File: config.mk
export PLATFORM = sky130hd
export DESIGN_NAME = framed_rgb_command_parser_core
export DESIGN_NICKNAME = d
export VERILOG_FILES = /design/src/sv/frgb_pkg.sv /design/src/sv/framed_rgb_command_parser_core.sv
export VERILOG_INCLUDE_DIRS = /design/src /design/src/sv
export SDC_FILE = /design/constraint.sdc
export NUM_CORES = 1
export LEC_CHECK = 0
export ABC_AREA = 1
export CAP_MARGIN = 20
export CORE_MARGIN = 2
export CORE_UTILIZATION = 57
export DETAILED_ROUTE_END_ITERATION = 7
export DONT_BUFFER_PORTS = 1
export GPL_ROUTABILITY_DRIVEN = 0
export MAX_ROUTING_LAYER = met4
export PLACE_DENSITY = 0.72
export SYNTH_ARGS = -nofsm -noshare
export SYNTH_HDL_FRONTEND = slang
export SYNTH_SLANG_ARGS = --single-unit
File: constraint.sdc
create_clock -name clk -period 5.87 [get_ports clk]
set_input_delay 0 -clock clk [delete_from_list [all_inputs] [get_ports clk]]
set_output_delay 0 -clock clk [all_outputs]
set_load 0.05 [all_outputs]
File: src/sv/framed_rgb_command_parser_core_macros.svh
// Assertion macros shared by the framed RGB command parser RTL.
`ifndef FRAMED_RGB_COMMAND_PARSER_CORE_MACROS_SVH
`define FRAMED_RGB_COMMAND_PARSER_CORE_MACROS_SVH

// Same-cycle implication, checked out of reset.
`define FRGB_ASSERT_NOW(label, ante, cons, msg) \
  label: assert property (@(posedge clk) disable iff (rst) (ante) |-> (cons)) \
    else $error(msg);

// Next-cycle implication, checked out of reset.
`define FRGB_ASSERT_NEXT(label, ante, cons, msg) \
  label: assert property (@(posedge clk) disable iff (rst) (ante) |=> (cons)) \
    else $error(msg);

`endif

File: src/sv/frgb_pkg.sv
// Constants and helper functions for the framed RGB command parser.
`default_nettype none

package frgb_pkg;

  localparam int MAX_KEPT_CHARS_DEFAULT = 13;

  localparam logic [7:0] CHAR_NUL   = 8'h00;
  localparam logic [7:0] CHAR_SPACE = 8'h20;
  localparam logic [7:0] CHAR_TAB   = 8'h09;
  localparam logic [7:0] CHAR_CR    = 8'h0D;
  localparam logic [7:0] CHAR_PLUS  = 8'h2B;
  localparam logic [7:0] CHAR_COMMA = 8'h2C;
  localparam logic [7:0] CHAR_MINUS = 8'h2D;
  localparam logic [7:0] CHAR_ZERO  = 8'h30;
  localparam logic [7:0] CHAR_NINE  = 8'h39;
  localparam logic [7:0] CHAR_OPEN  = 8'h5B;
  localparam logic [7:0] CHAR_CLOSE = 8'h5D;

  localparam logic [1:0] PHASE_SKIP   = 2'd0;
  localparam logic [1:0] PHASE_NUMBER = 2'd1;
  localparam logic [1:0] PHASE_DONE   = 2'd2;

  localparam logic [1:0] FIELD_NONE = 2'd3;
  localparam logic [8:0] MAG_SAT    = 9'd256;
  localparam logic [7:0] VALUE_MAX  = 8'd255;
  localparam logic [6:0] PERCENT_MAX = 7'd100;

  function automatic logic is_space(input logic [7:0] c);
    return (c == CHAR_SPACE) || ((c >= CHAR_TAB) && (c <= CHAR_CR));
  endfunction

  function automatic logic is_digit(input logic [7:0] c);
    return (c >= CHAR_ZERO) && (c <= CHAR_NINE);
  endfunction

  // floor(v * 100 / 255) via floor(x / 255) = (x + 1 + (x >> 8)) >> 8
  function automatic logic [6:0] percent(input logic [7:0] v);
    logic [14:0] x;
    logic [15:0] s;
    x = 15'(v) * 15'd100;
    s = 16'(x) + 16'd1 + 16'(x[14:8]);
    return s[14:8];
  endfunction

endpackage

`default_nettype wire

File: src/sv/framed_rgb_command_parser_core.sv
// Framed RGB command parser: byte-wise frame scan, token parse and result register.
// A closing ']' passes from the input register to the result register, where its result shows.
// Throughput: one byte per cycle; a ']' waits only while a stalled result is held.
// Reset (rst, synchronous): leave the frame, clear the parse state, drop pending bytes
// and any result not yet taken.
`default_nettype none

module framed_rgb_command_parser_core #(
  parameter int MAX_KEPT_CHARS = frgb_pkg::MAX_KEPT_CHARS_DEFAULT
) (
  input  wire logic       clk,
  input  wire logic       rst,
  input  wire logic       rx_valid,
  output logic            rx_stall,
  input  wire logic [7:0] rx_byte,
  output logic            result_valid,
  input  wire logic       result_stall,
  output logic [7:0]      red,
  output logic [7:0]      green,
  output logic [7:0]      blue,
  output logic [6:0]      red_percent,
  output logic [6:0]      green_percent,
  output logic [6:0]      blue_percent
);

  localparam int KEPT_W = $clog2(MAX_KEPT_CHARS + 1);

  // input register
  logic       byte_valid;
  logic [7:0] byte_data;

  // parse state
  logic              in_frame;
  logic [KEPT_W-1:0] kept_count;
  logic [1:0]        field_number;
  logic              token_open;
  logic [1:0]        number_phase;
  logic              is_negative;
  logic [8:0]        magnitude;
  logic [7:0]        field_values [3];

  logic              in_frame_next;
  logic [KEPT_W-1:0] kept_count_next;
  logic [1:0]        field_number_next;
  logic              token_open_next;
  logic [1:0]        number_phase_next;
  logic              is_negative_next;
  logic [8:0]        magnitude_next;
  logic [7:0]        field_values_next [3];

  logic       emit;
  logic       out_free;
  logic       advance;
  logic       commit_ok;
  logic [7:0] commit_val;
  logic       take_digit;
  logic [11:0] mag_prod;
  logic [7:0] emit_vals [3];

  assign out_free = !result_valid || !result_stall;
  assign advance  = byte_valid && (!emit || out_free);
  assign rx_stall = byte_valid && !advance;

  assign commit_ok  = token_open && (field_number != frgb_pkg::FIELD_NONE);
  assign commit_val = is_negative ? 8'd0 :
                      (magnitude > 9'(frgb_pkg::VALUE_MAX)) ? frgb_pkg::VALUE_MAX :
                      magnitude[7:0];
  assign mag_prod   = 12'(magnitude) * 12'd10 + 12'(byte_data[3:0]);

  always_comb begin
    in_frame_next     = in_frame;
    kept_count_next   = kept_count;
    field_number_next = field_number;
    token_open_next   = token_open;
    number_phase_next = number_phase;
    is_negative_next  = is_negative;
    magnitude_next    = magnitude;
    field_values_next = field_values;
    emit              = 1'b0;
    take_digit        = 1'b0;
    for (int k = 0; k < 3; k++) begin
      emit_vals[k] = (commit_ok && field_number == 2'(k)) ? commit_val : field_values[k];
    end

    if (!in_frame) begin
      if (byte_data == frgb_pkg::CHAR_OPEN) begin
        in_frame_next     = 1'b1;
        kept_count_next   = '0;
        field_number_next = 2'd0;
        token_open_next   = 1'b0;
        number_phase_next = frgb_pkg::PHASE_SKIP;
        is_negative_next  = 1'b0;
        magnitude_next    = '0;
        for (int k = 0; k < 3; k++) field_values_next[k] = '0;
      end
    end else if (byte_data == frgb_pkg::CHAR_CLOSE) begin
      emit              = 1'b1;
      in_frame_next     = 1'b0;
      kept_count_next   = '0;
      field_number_next = 2'd0;
      token_open_next   = 1'b0;
      number_phase_next = frgb_pkg::PHASE_SKIP;
      is_negative_next  = 1'b0;
      magnitude_next    = '0;
      for (int k = 0; k < 3; k++) field_values_next[k] = '0;
    end else if (kept_count < KEPT_W'(MAX_KEPT_CHARS)) begin
      kept_count_next = kept_count + 1'b1;
      if (field_number != frgb_pkg::FIELD_NONE) begin
        if (byte_data == frgb_pkg::CHAR_NUL || byte_data == frgb_pkg::CHAR_COMMA) begin
          if (token_open) begin
            field_values_next = emit_vals;
            field_number_next = field_number + 1'b1;
            token_open_next   = 1'b0;
            number_phase_next = frgb_pkg::PHASE_SKIP;
            is_negative_next  = 1'b0;
            magnitude_next    = '0;
          end
          if (byte_data == frgb_pkg::CHAR_NUL) begin
            field_number_next = frgb_pkg::FIELD_NONE;
          end
        end else begin
          token_open_next = 1'b1;
          if (number_phase == frgb_pkg::PHASE_SKIP) begin
            if (!frgb_pkg::is_space(byte_data)) begin
              number_phase_next = frgb_pkg::PHASE_NUMBER;
              if (byte_data == frgb_pkg::CHAR_MINUS) begin
                is_negative_next = 1'b1;
              end else if (byte_data != frgb_pkg::CHAR_PLUS) begin
                take_digit = 1'b1;
              end
            end
          end else if (number_phase == frgb_pkg::PHASE_NUMBER) begin
            take_digit = 1'b1;
          end
          if (take_digit) begin
            if (frgb_pkg::is_digit(byte_data)) begin
              magnitude_next = (mag_prod > 12'(frgb_pkg::MAG_SAT)) ? frgb_pkg::MAG_SAT :
                               mag_prod[8:0];
            end else begin
              number_phase_next = frgb_pkg::PHASE_DONE;
            end
          end
        end
      end
    end
  end

  // input register: take a request whenever the register is empty or the held byte moves on
  always_ff @(posedge clk) begin
    if (rst) begin
      byte_valid <= 1'b0;
    end else if (!rx_stall) begin
      byte_valid <= rx_valid;
    end
  end

  always_ff @(posedge clk) begin
    if (!rx_stall && rx_valid) begin
      byte_data <= rx_byte;
    end
  end

  // parse state: advance on each processed byte
  always_ff @(posedge clk) begin
    if (rst) begin
      in_frame     <= 1'b0;
      kept_count   <= '0;
      field_number <= 2'd0;
      token_open   <= 1'b0;
      number_phase <= frgb_pkg::PHASE_SKIP;
      is_negative  <= 1'b0;
      magnitude    <= '0;
      for (int k = 0; k < 3; k++) field_values[k] <= '0;
    end else if (advance) begin
      in_frame     <= in_frame_next;
      kept_count   <= kept_count_next;
      field_number <= field_number_next;
      token_open   <= token_open_next;
      number_phase <= number_phase_next;
      is_negative  <= is_negative_next;
      magnitude    <= magnitude_next;
      field_values <= field_values_next;
    end
  end

  // result register
  always_ff @(posedge clk) begin
    if (rst) begin
      result_valid <= 1'b0;
    end else if (advance && emit) begin
      result_valid <= 1'b1;
    end else if (!result_stall) begin
      result_valid <= 1'b0;
    end
  end

  always_ff @(posedge clk) begin
    if (advance && emit) begin
      red           <= emit_vals[0];
      green         <= emit_vals[1];
      blue          <= emit_vals[2];
      red_percent   <= frgb_pkg::percent(emit_vals[0]);
      green_percent <= frgb_pkg::percent(emit_vals[1]);
      blue_percent  <= frgb_pkg::percent(emit_vals[2]);
    end
  end

`include "framed_rgb_command_parser_core_macros.svh"

  `FRGB_ASSERT_NEXT(a_close_ends_frame, advance && emit, !in_frame && result_valid, "close did not end frame")
  `FRGB_ASSERT_NOW(a_idle_state_clear, !in_frame, kept_count == '0 && field_number == 2'd0, "state not clear outside frame")
  `FRGB_ASSERT_NOW(a_kept_bound, 1'b1, kept_count <= KEPT_W'(MAX_KEPT_CHARS), "kept count overflow")
  `FRGB_ASSERT_NOW(a_percent_range, result_valid, red_percent <= frgb_pkg::PERCENT_MAX && green_percent <= frgb_pkg::PERCENT_MAX && blue_percent <= frgb_pkg::PERCENT_MAX, "percent out of range")

endmodule

`default_nettype wire

# After elaboration in Yosys (flattened, before gate mapping)
# Index checks and enable logic that the tools add are counted.
op_classes:
  multipliers: 4
  n_eq_ne: 22
  n_reduce_logical: 30
  addsub: 9
  magnitude_cmp: 7
  mux: 76
op_table:
  columns: ["op", "count"]
  rows:
  - ["$mux W24", 7]
  - ["$mux W9", 10]
  - ["$add A15 B1 Y15 const B", 3]
  - ["$add A15 B7 Y15", 3]
  - ["$mux W8", 5]
  - ["$mul A8 B5 Y13 const B", 3]
  - ["$mux W2", 18]
  - ["$mux W1", 32]
  - ["$eq A8 B6 Y1 const B", 3]
  - ["$ne A4 B1 Y1 const B", 5]
  - ["$eq A8 B7 Y1 const B", 2]
  - ["$mux W4", 4]
  - ["$add A12 B4 Y12", 1]
  - ["$gt A12 B9 Y1 const B", 1]
  - ["$ne A3 B1 Y1 const B", 4]
  - ["$reduce_and A6 Y1", 2]
  - ["$mul A9 B3 Y11 const B", 1]
  - ["$logic_and A1 B1 Y1", 10]
  - ["$gt A9 B8 Y1 const B", 1]
  - ["$ge A8 B4 Y1 const B", 1]
  - ["$ge A8 B6 Y1 const B", 1]
  - ["$le A8 B4 Y1 const B", 1]
  - ["$le A8 B6 Y1 const B", 1]
  - ["$logic_not A8 Y1", 1]
  - ["other kinds (18)", 28]
word_totals:
  ff_bits: 99
  wordCells: 167

# Depth between registers and ports, before layout
depth:
  ltp_word: 16
  depth_mapped: 34

# Worst setup path before layout
# No wires, ideal clock.
synth_path:
  path_type: "register -> register"
  start: "register field_number[0]"
  end: "register green_percent[5], data pin"
  t_required_ns: 5.611
  path_slack_ns: 0.797
  arrival_time_ns: 4.814
  n_path_buf: 1
  stages_incl_launch_ff: 31
  cell_sequence: "dfxtp_1 > ha_1 > inv_1 > nand3_1 > clkbuf_1 > o21ai_0 > ha_1 > ha_1 > inv_1 > fa_1 > inv_1 > ha_1 > nand2_1 > nand2_1 > nand2_1 > nand2_1 > nand2_1 > nand2_1 > a21oi_1 > xor2_1 > inv_1 > ha_1 > nand2_1 > nor2_1 > nand3b_1 > nand2_1 > nand2_1 > nand3_1 > nor2_1 > nand2_1 > xnor2_1"
synth_rtl:
  columns: ["item", "line_no", "text"]
  rows:
  - ["from (decl)", "framed_rgb_command_parser_core.sv:35", "logic [1:0] field_number;"]
  - ["from (signal assigned)", "framed_rgb_command_parser_core.sv:177", "field_number <= field_number_next;"]
  - ["to (signal assigned)", "framed_rgb_command_parser_core.sv:203", "green_percent <= frgb_pkg::percent(emit_vals[1]);"]
  - ["to (decl)", "framed_rgb_command_parser_core.sv:22", "output logic [6:0] green_percent,"]

==> metrics.yaml <==
place:
  placed_area_um2: 8190
  pre_cts_ws_ns: 0.349
  dp_cells: 1191
  hpwl_um: 12500
  port_buffers: 0
clocking:
  clk_latency_ns: 0.36
  clock_tree.root_cell: "clkbuf_16"
  cts_made_buffers: 9
  clock_path_buffers: 2
  cts_tree: "built"
  cts_num_sinks: 99
  htree_num_levels: 3
  path_clk_slew_ns: 0.07
timing:
  rsz0062_at_grt: "false"
  clock_skew_ns: 0.00593
  fmax_mhz: 186
  setup-tns-final_ns: 0
  hold_slack_ns: 0.0559
  layout_setup_ws_ns: 0.493
  slew_viol_final: 0
  hold_viol_final: 0
  maxSlewHeadroom_pct: 38.4
  fin_crit_sh_pct: 91.6
  worst_pin_slew_ns: 0.920
  setup_viol: 0
  fin_crit_ns: 5.38
finish:
  layout_common_cells: "nand2_1, inv_1, ha_1, nand3_1, a21oi_1"
  final_nets: 1177
  fin_cells: 1219
  mostFrequentLayoutCell: "nand2_1"
  drive_above_1_share_pct: 6.45
  finalInstanceArea_um2: 8620
  n_antenna_cell: 0
  fillers: 1187
  area_growth_pct: 8.49
global_route:
  grt_usage_pct: 23.5
  grt_pass1_vias: 5977
  grt_remaining_overflow: 0
  grt_pass1_wl_um: 27200
  antenna_found_initial: 0
  grt_max_degree: 48
pwr:
  peakVddDrop_mv: 0.123
  power.internal_w: 0.00104
  p_sw_w: 0.000313
  p_seq_share_pct: 54.3
  power_density_nw_per_um2: 157
  leakage_nw: 4.55
  power_frac_comb_pct: 2.9
  pwr-share-clk_pct: 42.8
  switching_share_pct: 23.2
setup_path:
  reg2reg_slack_ns: 0.49
  critical_path.endpoint_type: "flip-flop"
  worstPathMaxFanout: 13
  critPathKind: "flip-flop to flip-flop"
  worstRegToRegCells: 31
  cpPeakStageDelay_ns: 0.49
  reg2reg_from: "field_number[0]$_SDFFE_PP0P_"
  crit_path_top_delay_cell: "fa_1"
  start_kind: "flip-flop"
  reg2reg_to: "green_percent[5]$_DFFE_PP_"
  worstPathRequired_ns: 5.98
  arrival_ns: 5.48
  crit_top_cell: "nand2_1"
routing:
  wl_per_cell_um: 13.3
  drc: 0
  vias: 6521
  avgViaCountPerCell: 5.35
  drt_pass1_iterations: 7
  wirelength_um: 16200
  first_iter_violations: 345
  ant_nets: 0
yosys:
  ys_types: 41
  ys_ff_latch: 99
  synth_top_area_cell: "edfxtp_1"
  synthTopCellsByArea: "edfxtp_1, ha_1, dfxtp_1"
  synth_area_per_cell_um2: 7.85
  syn_nets: 1155
  seq_area_frac_synth_pct: 31.6
  netlist_area_um2: 7940
  synth_top_cell_area_share_pct: 20.0
  syn_inst: 1012
  ys_warn_count: 0
floorplan:
  pin_count: 59
  start_util_pct: 57.9
  fp.coreArea_um2: 13700
  die_y_um: 122
  die_w_um: 122
  dieArea_um2: 14900
  row_count: 43
min_path:
  hold_end: "byte_data[6]$_DFFE_PP_"
  hp-class: "primary input to flip-flop"
  min_from: "rx_valid"
  min_path_cells: 2
status:
  status: "complete, no violations"
run:
  maxCapViolCount: 0
cells by family (layout without fill, tap and decap cells):
logic type	Yosys count	after routing	synth area share, %
buffers and inverters	185	212	9.11
adder cells (fa/ha/maj)	131	131	21.7
AO/OA/AOI/OAI	157	157	11.7
flip-flops	99	99	31.6
AND/OR/NAND/NOR	412	412	22.8
XOR/XNOR	28	28	3.09
sequential cells by signal (all words and copies together) (netlist names), 2 cells and up:
signal / cells
kept_count: 4
field_values: 24
field_number: 2
green_percent: 7
magnitude: 9
green: 8
number_phase: 2
blue: 8
red: 8
red_percent: 7
blue_percent: 7
byte_data: 8
critical path: cells and delay by family, from the launching register on:
kind / cells / cell delay, ns
DFF: 1 / 0.35
adders and majority gates: 6 / 1.94
and+or+nand+nor: 16 / 1.65
AOI/OAI and AO/OA: 2 / 0.26
xor gates and xnor gates: 2 / 0.40
buffers and inverters: 5 / 0.53
cells in the mapped netlist:
library cell	count
o31ai_1	1
nand2_2	2
clkbuf_1	10
a211oi_1	1
o21ai_0	55
nand3b_1	6
nor2_4	5
a2111o_1	1
o211ai_1	1
fa_1	11
nand3_1	68
a221oi_1	2
o21ai_1	9
a211oi_2	13
o21a_1	1
o21bai_1	3
a21o_1	1
o221ai_1	1
edfxtp_1	53
xor2_1	20
inv_1	167
or2_2	3
nand3_2	1
nor2_1	53
nor3_1	9
a22oi_1	1
nand3b_4	1
xnor2_1	8
inv_4	1
buf_6	3
nor2_2	3
buf_4	1
dfxtp_1	46
inv_2	3
o21ai_2	1
nor4_1	2
a21oi_1	66
nand4_1	24
and2_1	1
ha_1	120
nand2_1	234
metrics by stage:
stage	total power, W	util, %
after floorplan	0.000773	-
after global placement	0.000774	59.7
after detailed placement	0.000775	59.7
after CTS	0.00136	62.7
after global routing	0.00139	62.8
final	0.00135	62.8
timing repair:
item,4_1_cts,5_1_grt
hold endpoints to repair,52,0
gates resized for setup,0,4
hold buffers,12,0
setup buffers,0,0
setup endpoints to repair,0,9
worst max-delay path by stage:
stage                     slack, ns                          to                    startpoint  cells past startpoint
final                          0.49  green_percent[5]$_DFFE_PP_  field_number[0]$_SDFFE_PP0P_                     31
after global routing           0.02   blue_percent[3]$_DFFE_PP_  field_number[0]$_SDFFE_PP0P_                     31
after CTS                      0.32   blue_percent[3]$_DFFE_PP_  field_number[0]$_SDFFE_PP0P_                     25
after detailed placement       0.35   blue_percent[3]$_DFFE_PP_  field_number[0]$_SDFFE_PP0P_                     28
after global placement         0.50   blue_percent[4]$_DFFE_PP_  field_number[0]$_SDFFE_PP0P_                     25
after floorplan                0.80  green_percent[5]$_DFFE_PP_  field_number[0]$_SDFFE_PP0P_                     30
area by class of cell:
cell class	instances	area [µm²]	share of cell area [%]
well taps	180	225	2.61
clock inverters	7	60.1	0.697
inverters	171	644	7.48
repair buffers	25	228	2.64
flip-flops and latches	99	2510	29.2
multi-input cells	728	4720	54.8
clock buffers	9	225	2.61
metal layers:
metal / track usage (%) / wire, µm / vias to the layer above / part of all wire, %
li1: - / - / 3419 / -
met1: 30.3 / 7820 / 2966 / 48
met2: 37.8 / 7600 / 115 / 47
met3: 3.51 / 481 / 21 / 3.0
met4: 8.33 / 343 / 0 / 2.1
met5: - / 0 / - / 0
power groups by stage:
stage,Combinational (W),Sequential (W),Clock [W]
6_report,0.0000389,0.000733,0.000579
5_1_grt,0.0000440,0.000733,0.000614
4_1_cts,0.0000388,0.000733,0.000589
3_5_place_dp,0.0000265,0.000749,0
3_3_place_gp,0.0000258,0.000748,0
2_1_floorplan,0.0000254,0.000747,0
Note: power is estimated with default switching activity, not from simulation.
